`config.mk`:
```
export PLATFORM = sky130hd
export DESIGN_NAME = alarm_report_frame_parser
export DESIGN_NICKNAME = d
export VERILOG_FILES = /design/src/rtl/arfp_pkg.sv /design/src/rtl/arfp_core.sv /design/src/rtl/arfp_out_queue.sv /design/src/rtl/alarm_report_frame_parser.sv
export SDC_FILE = /design/constraint.sdc
export NUM_CORES = 1
export LEC_CHECK = 0
export BUFFER_PORTS_ARGS = -buffer_cell sky130_fd_sc_hd__buf_2
export CORE_ASPECT_RATIO = 1.5
export CORE_MARGIN = 3
export CORE_UTILIZATION = 60
export DETAILED_ROUTE_END_ITERATION = 8
export PLACE_DENSITY = 0.79
export SLEW_MARGIN = 25
export SYNTH_ARGS = -nofsm -noshare
export SYNTH_HDL_FRONTEND = slang
export SYNTH_HIERARCHICAL = 1
export SYNTH_SLANG_ARGS = --single-unit
```
`constraint.sdc`:
```
create_clock -name clk -period 8.6 [get_ports clk]
set_clock_uncertainty 0.05 [all_clocks]
set_input_delay 2.58 -clock clk [delete_from_list [all_inputs] [get_ports clk]]
set_output_delay 2.58 -clock clk [all_outputs]
set_load 0.02 [all_outputs]
```
`src/rtl/arfp_pkg.sv`:
```
// ----------------------------------------------------------------------------
// arfp_pkg
// Shared types and constants for the alarm report frame parser.
// ----------------------------------------------------------------------------
`default_nettype none

package arfp_pkg;

  localparam int MaxFrameBytesDefault  = 1022;
  localparam int MaxRegionBytesDefault = 23;

  localparam logic [63:0] START_SEQ   = 64'h1B40_1B63_001B_3804;
  localparam logic [63:0] KEY_FIRE    = 64'hBBF0_A1A1_A1A1_BEAF;
  localparam logic [63:0] KEY_RECOVER = 64'hB9CA_D5CF_BBD6_B8B4;
  localparam logic [63:0] KEY_LOST    = 64'hB6AA_A1A1_A1A1_CAA7;
  localparam logic [31:0] END_SEQ     = 32'h0D0D_200D;
  localparam logic [15:0] AREA_MARK   = 16'hBBFA;
  localparam logic [15:0] NUM_MARK    = 16'hBAC5;
  localparam logic [7:0]  DASH        = 8'h2D;
  localparam logic [7:0]  DIGIT_ZERO  = 8'h30;

  localparam int NUM_TOKENS = 3;

  typedef enum logic [1:0] {
    EV_NONE    = 2'd0,
    EV_FIRE    = 2'd1,
    EV_RECOVER = 2'd2,
    EV_LOST    = 2'd3
  } event_t;

  typedef struct packed {
    event_t      event_code;
    logic [15:0] system_number;
    logic [15:0] host_number;
    logic [15:0] loop_number;
    logic [15:0] point_number;
  } report_t;

endpackage

`default_nettype wire

```
`src/rtl/arfp_core.sv`:
```
// ----------------------------------------------------------------------------
// arfp_core
// Frame state: start hunt, keyword flags, region number parse, end and length-limit detect.
// ----------------------------------------------------------------------------
`default_nettype none

module arfp_core #(
  parameter int MAX_FRAME_BYTES  = arfp_pkg::MaxFrameBytesDefault,
  parameter int MAX_REGION_BYTES = arfp_pkg::MaxRegionBytesDefault
) (
  input  wire logic              clk,
  input  wire logic              rst,
  input  wire logic              step,
  input  wire logic [7:0]        byte_in,
  input  wire logic [15:0]       system_id,
  output logic                   rpt_valid,
  output arfp_pkg::report_t      rpt
);

  localparam int LEN_W = $clog2(MAX_FRAME_BYTES + 1);
  localparam int RC_W  = $clog2(MAX_REGION_BYTES + 1);

  logic              hunting, hunting_next;
  logic [LEN_W-1:0]  frame_length, frame_length_next;
  logic [63:0]       byte_window, byte_window_next;
  logic [2:0]        keyword_flags, keyword_flags_next;
  logic              rs_area, rs_area_next;
  logic              rs_closed, rs_closed_next;
  logic              rs_pending, rs_pending_next;
  logic [1:0]        token_index, token_index_next;
  logic              in_token, in_token_next;
  logic [RC_W-1:0]   region_count, region_count_next;
  logic [15:0]       acc [arfp_pkg::NUM_TOKENS];
  logic [15:0]       acc_next [arfp_pkg::NUM_TOKENS];

  logic [63:0]       win;
  logic [7:0]        rb;
  logic              clear;
  logic              valid_region;
  arfp_pkg::event_t  code;

  always_comb begin
    win                = {byte_window[55:0], byte_in};
    rb                 = win[15:8];
    hunting_next       = hunting;
    frame_length_next  = frame_length;
    byte_window_next   = byte_window;
    keyword_flags_next = keyword_flags;
    rs_area_next       = rs_area;
    rs_closed_next     = rs_closed;
    rs_pending_next    = rs_pending;
    token_index_next   = token_index;
    in_token_next      = in_token;
    region_count_next  = region_count;
    for (int i = 0; i < arfp_pkg::NUM_TOKENS; i++) acc_next[i] = acc[i];
    clear        = 1'b0;
    rpt_valid    = 1'b0;
    valid_region = 1'b0;
    code         = arfp_pkg::EV_NONE;

    if (step) begin
      byte_window_next = win;
      if (hunting) begin
        if (win == arfp_pkg::START_SEQ) begin
          hunting_next      = 1'b0;
          frame_length_next = LEN_W'(8);
        end
      end else begin
        frame_length_next = frame_length + LEN_W'(1);
        if (win == arfp_pkg::KEY_FIRE)    keyword_flags_next[0] = 1'b1;
        if (win == arfp_pkg::KEY_RECOVER) keyword_flags_next[1] = 1'b1;
        if (win == arfp_pkg::KEY_LOST)    keyword_flags_next[2] = 1'b1;

        if (!rs_closed) begin
          if (win[15:0] == arfp_pkg::NUM_MARK) begin
            rs_closed_next  = 1'b1;
            rs_pending_next = 1'b0;
          end else if (rs_area) begin
            // previous byte is a region byte once a newer one shows it is no marker
            if (rs_pending && region_count < RC_W'(MAX_REGION_BYTES)) begin
              if (rb == 8'h00) begin
                region_count_next = RC_W'(MAX_REGION_BYTES);
              end else begin
                region_count_next = region_count + RC_W'(1);
                if (rb == arfp_pkg::DASH) begin
                  if (in_token) begin
                    in_token_next = 1'b0;
                    if (token_index < 2'd3) token_index_next = token_index + 2'd1;
                  end
                end else begin
                  in_token_next = 1'b1;
                  if (token_index < 2'd3) begin
                    acc_next[token_index] = {acc[token_index][12:0], 3'b000}
                                          + {acc[token_index][14:0], 1'b0}
                                          + {8'h00, rb}
                                          - {8'h00, arfp_pkg::DIGIT_ZERO};
                  end
                end
              end
            end
            rs_pending_next = 1'b1;
          end else if (win[15:0] == arfp_pkg::AREA_MARK) begin
            rs_area_next = 1'b1;
          end
        end

        if (win[31:0] == arfp_pkg::END_SEQ) begin
          rpt_valid = 1'b1;
          clear     = 1'b1;
        end else if (frame_length_next >= LEN_W'(MAX_FRAME_BYTES)) begin
          clear = 1'b1;
        end
      end
    end

    valid_region = rs_area_next && rs_closed_next;
    if (keyword_flags_next[0])      code = arfp_pkg::EV_FIRE;
    else if (keyword_flags_next[1]) code = arfp_pkg::EV_RECOVER;
    else if (keyword_flags_next[2]) code = arfp_pkg::EV_LOST;

    rpt.event_code    = code;
    rpt.system_number = system_id;
    rpt.host_number   = valid_region ? acc_next[0] : 16'h0000;
    rpt.loop_number   = valid_region ? acc_next[1] : 16'h0000;
    rpt.point_number  = valid_region ? acc_next[2] : 16'h0000;

    if (clear) begin
      hunting_next       = 1'b1;
      frame_length_next  = '0;
      byte_window_next   = '0;
      keyword_flags_next = '0;
      rs_area_next       = 1'b0;
      rs_closed_next     = 1'b0;
      rs_pending_next    = 1'b0;
      token_index_next   = '0;
      in_token_next      = 1'b0;
      region_count_next  = '0;
      for (int i = 0; i < arfp_pkg::NUM_TOKENS; i++) acc_next[i] = '0;
    end
  end

  always_ff @(posedge clk) begin
    if (rst) begin
      hunting       <= 1'b1;
      frame_length  <= '0;
      byte_window   <= '0;
      keyword_flags <= '0;
      rs_area       <= 1'b0;
      rs_closed     <= 1'b0;
      rs_pending    <= 1'b0;
      token_index   <= '0;
      in_token      <= 1'b0;
      region_count  <= '0;
      for (int i = 0; i < arfp_pkg::NUM_TOKENS; i++) acc[i] <= '0;
    end else begin
      hunting       <= hunting_next;
      frame_length  <= frame_length_next;
      byte_window   <= byte_window_next;
      keyword_flags <= keyword_flags_next;
      rs_area       <= rs_area_next;
      rs_closed     <= rs_closed_next;
      rs_pending    <= rs_pending_next;
      token_index   <= token_index_next;
      in_token      <= in_token_next;
      region_count  <= region_count_next;
      for (int i = 0; i < arfp_pkg::NUM_TOKENS; i++) acc[i] <= acc_next[i];
    end
  end

endmodule

`default_nettype wire

```
`src/rtl/arfp_out_queue.sv`:
```
// ----------------------------------------------------------------------------
// arfp_out_queue
// Two-entry report queue between the parser and the output channel.
// ----------------------------------------------------------------------------
`default_nettype none

module arfp_out_queue (
  input  wire logic               clk,
  input  wire logic               rst,
  input  wire logic               push,
  input  wire arfp_pkg::report_t  push_rpt,
  input  wire logic               pop,
  output logic                    head_valid,
  output arfp_pkg::report_t       head_rpt,
  output logic [1:0]              count
);

  arfp_pkg::report_t mem [2];
  logic              wr_ptr;
  logic              rd_ptr;

  always_ff @(posedge clk) begin
    if (push) mem[wr_ptr] <= push_rpt;
  end

  always_ff @(posedge clk) begin
    if (rst) begin
      wr_ptr <= 1'b0;
      rd_ptr <= 1'b0;
      count  <= 2'd0;
    end else begin
      if (push) wr_ptr <= ~wr_ptr;
      if (pop)  rd_ptr <= ~rd_ptr;
      count <= count + {1'b0, push} - {1'b0, pop};
    end
  end

  assign head_valid = (count != 2'd0);
  assign head_rpt   = mem[rd_ptr];

endmodule

`default_nettype wire

```
`src/rtl/alarm_report_frame_parser.sv`:
```
// Timing: a byte is registered on accept and parsed once the report queue has room;
//   the report for the closing byte is pushed into the queue and read from its register.
// Throughput: one byte per cycle; bytes keep flowing while one report waits,
//   and the input stalls only when the two-entry report queue is full.
// Reset: synchronous, active high; hunting for a start sequence, system_id 0.
// ----------------------------------------------------------------------------
// alarm_report_frame_parser
// Byte-serial alarm frame parser with a registered input and report queue.
// ----------------------------------------------------------------------------
`default_nettype none

module alarm_report_frame_parser #(
  parameter int MAX_FRAME_BYTES  = arfp_pkg::MaxFrameBytesDefault,
  parameter int MAX_REGION_BYTES = arfp_pkg::MaxRegionBytesDefault
) (
  input  wire logic        clk,
  input  wire logic        rst,
  input  wire logic        cfg_valid,
  output logic             cfg_ready,
  input  wire logic [15:0] cfg_data,
  input  wire logic        in_valid,
  output logic             in_ready,
  input  wire logic [7:0]  data_byte,
  output logic             out_valid,
  input  wire logic        out_ready,
  output logic [1:0]       event_code,
  output logic [15:0]      system_number,
  output logic [15:0]      host_number,
  output logic [15:0]      loop_number,
  output logic [15:0]      point_number
);

  logic              [15:0] system_id;
  logic                     stage_v;
  logic              [7:0]  stage_byte;
  logic                     step;
  logic                     pop;
  logic                     rpt_valid;
  arfp_pkg::report_t        rpt;
  arfp_pkg::report_t        head_rpt;
  logic              [1:0]  q_count;

  assign cfg_ready = 1'b1;

  always_ff @(posedge clk) begin
    if (rst) begin
      system_id <= 16'h0000;
    end else if (cfg_valid) begin
      system_id <= cfg_data;
    end
  end

  assign pop      = out_valid && out_ready;
  // parse only when the queue can absorb a report this cycle
  assign step     = stage_v && ((q_count != 2'd2) || pop);
  assign in_ready = !stage_v || step;

  always_ff @(posedge clk) begin
    if (rst) begin
      stage_v <= 1'b0;
    end else if (in_valid && in_ready) begin
      stage_v <= 1'b1;
    end else if (step) begin
      stage_v <= 1'b0;
    end
  end

  always_ff @(posedge clk) begin
    if (in_valid && in_ready) stage_byte <= data_byte;
  end

  arfp_core #(
    .MAX_FRAME_BYTES  (MAX_FRAME_BYTES),
    .MAX_REGION_BYTES (MAX_REGION_BYTES)
  ) u_core (
    .clk       (clk),
    .rst       (rst),
    .step      (step),
    .byte_in   (stage_byte),
    .system_id (system_id),
    .rpt_valid (rpt_valid),
    .rpt       (rpt)
  );

  arfp_out_queue u_queue (
    .clk        (clk),
    .rst        (rst),
    .push       (rpt_valid),
    .push_rpt   (rpt),
    .pop        (pop),
    .head_valid (out_valid),
    .head_rpt   (head_rpt),
    .count      (q_count)
  );

  assign event_code    = head_rpt.event_code;
  assign system_number = head_rpt.system_number;
  assign host_number   = head_rpt.host_number;
  assign loop_number   = head_rpt.loop_number;
  assign point_number  = head_rpt.point_number;

  a_no_overflow: assert property (@(posedge clk) disable iff (rst)
    rpt_valid |-> (q_count != 2'd2 || pop))
    else $error("report pushed into a full queue");

  a_report_needs_step: assert property (@(posedge clk) disable iff (rst)
    rpt_valid |-> step)
    else $error("report without a parsed byte");

  a_stage_loaded: assert property (@(posedge clk) disable iff (rst)
    (in_valid && in_ready) |=> stage_v)
    else $error("accepted request not held in input stage");

  a_stall_holds: assert property (@(posedge clk) disable iff (rst)
    (stage_v && !step) |=> (stage_v && $stable(stage_byte)))
    else $error("stalled byte lost from input stage");

endmodule

`default_nettype wire

```
==> summary.txt <==
Worst setup path
  – Crit path buffers/inverters: 2
  – Worst path slowest cell: buf_2
  – Worst EP arrival: a little over 3 ns
  – Crit-path cells: buf_2 > nand2_1 > nand3_1 > buf_2
  – Most used cell, CP: buf_2
  – WS Path Type: input port to output port
  – Critical Path RT: between 5 and 6 ns
  – CP endpoint kind: output port
  – Worst Path Max Fanout: 5
  – CP Launch Type: input port
  – Top cell family by delay on the critical path: buffers and inverters
  – Worst path max stage delay: 0.17 ns

STA
  – Worst-Margin Slew: ~1 ns
  – F_max: between 150 and 200 MHz
  – Hold Fails Final Rpt: 0
  – Total negative setup slack: 0 ns
  – Max-slew violation count: 0
  – # setup viols final: 0
  – Worst hold slack: a little over 0.4 ns
  – Max_slew headroom: 0.352
  – Crit share post-route: 0.666
  – Fin crit period: 5.73 ns
  – PnR worst setup slack: 2.87 ns
  – RSZ-0062 raised after global routing: false

CTS
  – Num CTS Buffers: 26
  – Setup Fix Bufs, Post-CTS: 0
  – CTS tree: yes
  – CTS Buffer Depth: 3
  – PostCTS Resize Cnt: 0
  – Clock slew at reported path FFs: approximately 0.060 ns
  – Worst skew pair latency: around 0.54 ns
  – Clock sink total: 293
  – H-tree depth: 1
  – Root buffer cell: clkbuf_16
  – Hold Buf Count CTS: 0

Die
  – Height of the die: approximately 190 µm
  – Core area: between 20000 and 25000 µm²
  – Row cnt: 66
  – Starting Density: 0.613
  – I/O pins: 98
  – Die Wd: approximately 130 µm
  – Die area: 24100 µm²

Logic synthesis
  – Ys async rst share: 0
  – Synth top area cells: edfxtp_1 (32%), dfxtp_1 (23%), mux2i_1 (9.3%), nor2_1 (6.6%), mux2_4 (4.5%)
  – Area leader, netlist: edfxtp_1
  – Synth Area per Inst: roughly 11 µm²
  – Syn Inst Count: approximately 1200
  – Syn nets: 1244
  – Sequential share of the synthesized area: 0.546
  – FF+latch count, synth: 293
  – Netlist cell types: between 60 and 70
  – Post-synth EDFFs: 140
  – Yosys top cell area share: 0.316
  – Synthesis Warnings: 6
  – Mapped Area: ~13000 µm²
  – Main synth FF type: dfxtp_1

Drt
  – Detailed Route Iter0 Violations: 560
  – Drt pass-1 iters: 5
  – Wirelength per Cell: around 19 µm
  – Vias per std cell: 5.81
  – ANT nets after route: 0
  – # DRC: 0
  – WL final: between 20000 and 30000 µm
  – Via count: slightly below 9000

Run
  – MaxCap Viol Count: 0

Cells and area
  – Non-Filler Instances: between 1500 and 2000
  – Final instance area: roughly 15000 µm²
  – Post-route core utilization: 0.674
  – Area grow syn2layout: 9.85%
  – Layout cells sized above 1: 0.183
  – Nets: around 1300
  – N_diodes: 0

Power
  – Peak supply drop: ~0.17 mV
  – Cell Pwr Density: around 190 nW/µm²
  – Overall power: about 2.8 mW
  – P_leak: between 5 and 6 nW

Placement
  – Placed insts: about 1500
  – Port Buf Inserts: 96
  – Post-DP HPWL: around 20000 µm
  – Gpl congestion: roughly 0.90
  – Dpl cell area: between 10000 and 15000 µm²
  – Placement Setup Slack: around 2.6 ns

Global route
  – GRT Util Overall: 0.237
  – First-pass GRT wire length: between 40000 and 50000 µm
  – Vias in the first global route: around 9000
  – Remaining Overflow, GRT: 0
  – Initial antenna violation count: 0
  – Largest net degree at the start of global routing: between 100 and 150

Min path
  – Hold Crit Class: flip-flop to flip-flop

Run status
  – Status: finished clean
==> final timing paths <==
kind | start | end | slack (ns) | cells after the start
worst max register to register | flip-flop | u_queue/mem[1][46] | 3.50 | 15
worst min register to register | system_id[10] | u_queue/mem[0][58] | 0.41 | 0
worst max-delay path | out_ready | in_ready | 2.87 | 4
worst min-delay path | system_id[10] | u_queue/mem[0][58] | 0.41 | 0
==> report_power, final <==
group | switching (mW) | internal (mW) | total (mW)
sequential | 0.0225 | 1.47 | 1.49
clock | 0.495 | 0.607 | 1.10
combinational | 0.111 | 0.0808 | 0.192
==> cells in the mapped netlist (10+ instances only) <==
library cell  count
a31oi_1          12
buf_2            17
and2_1           13
nand3_1          19
nor2_1          234
nor4_1           10
nand4_1          15
nor3_1           13
nand2_1          28
o21ai_0          13
xnor2_1          12
mux2_4           40
dfxtp_1         153
mux2i_1         124
edfxtp_1        140
buf_4            18
a21oi_1          38
mux2_2           26
ha_1             43
clkbuf_1         26
inv_1            51
==> routing by layer <==
metal / wire, µm / GRT usage / share of wire
met2: 15300 / 0.433 / 0.54
met1: 10600 / 0.271 / 0.37
met5: 0 / 0 / 0
met3: 1180 / 0.0275 / 0.042
met4: 1320 / 0.115 / 0.047
==> cell type report <==
class                           instances  area (µm²)
Fill cell                            1657        7090
Multi-Input combinational cell        747        5450
Timing Repair Buffer                  105         561
Sequential cell                       293        7270
Clock buffer                           37         746
Inverter                               51         191
Clock inverter                         11        73.8
Tap cell                              272         340
==> logic make-up after synthesis <==
logic type	Yosys count	synth area share
other	1	0.000282
adder cells (fa/ha/maj)	49	0.0494
flip-flops	293	0.546
AND/OR/NAND/NOR	387	0.137
XOR/XNOR	17	0.0122
AO/OA/AOI/OAI	103	0.0472
buffers and inverters	126	0.0485
multiplexers	190	0.160
==> cells in the final DEF, fill, tap and decap left out, types with 19 or more instances in the layout <==
| cell | instances |
|---|---|
| nor2_1 | 234 |
| dfxtp_1 | 152 |
| edfxtp_1 | 140 |
| mux2i_1 | 124 |
| buf_2 | 96 |
| inv_1 | 51 |
| ha_1 | 43 |
| mux2_4 | 40 |
| a21oi_1 | 38 |
| nand2_1 | 28 |
| clkbuf_16 | 26 |
| mux2_2 | 26 |
| nand3_1 | 19 |
==> state kept, by name (all words and copies together) (netlist names), named ones only <==
signal                cells
u_core/frame_length      10
u_core/hunting            1
u_queue/count             2
u_core/rs_closed          1
stage_byte                8
u_queue/rd_ptr            1
u_core/acc               48
system_id                16
u_core/in_token           1
stage_v                   1
u_core/rs_area            1
u_queue/mem             132
u_core/byte_window       56
u_core/region_count       5
u_core/token_index        2
u_core/keyword_flags      3
u_core/rs_pending         1
u_queue/wr_ptr            1
==> worst reg2reg max path, cell delays in order, from the launching register on <==
cell and delay (ns):
dfxtp_1 0.32, buf_4 0.32, mux2i_1 0.23, nor2_1 0.05, a21oi_1 0.33, fa_1 0.24, inv_1 0.06, fa_1 0.56
ha_1 0.24, a211oi_1 0.33, o21ai_0 0.24, a2111oi_0 0.65, nor3_1 0.18, or4_1 0.58, a31oi_1 0.36, nor2_1 0.10
Note: power is estimated with default switching activity, not from simulation.
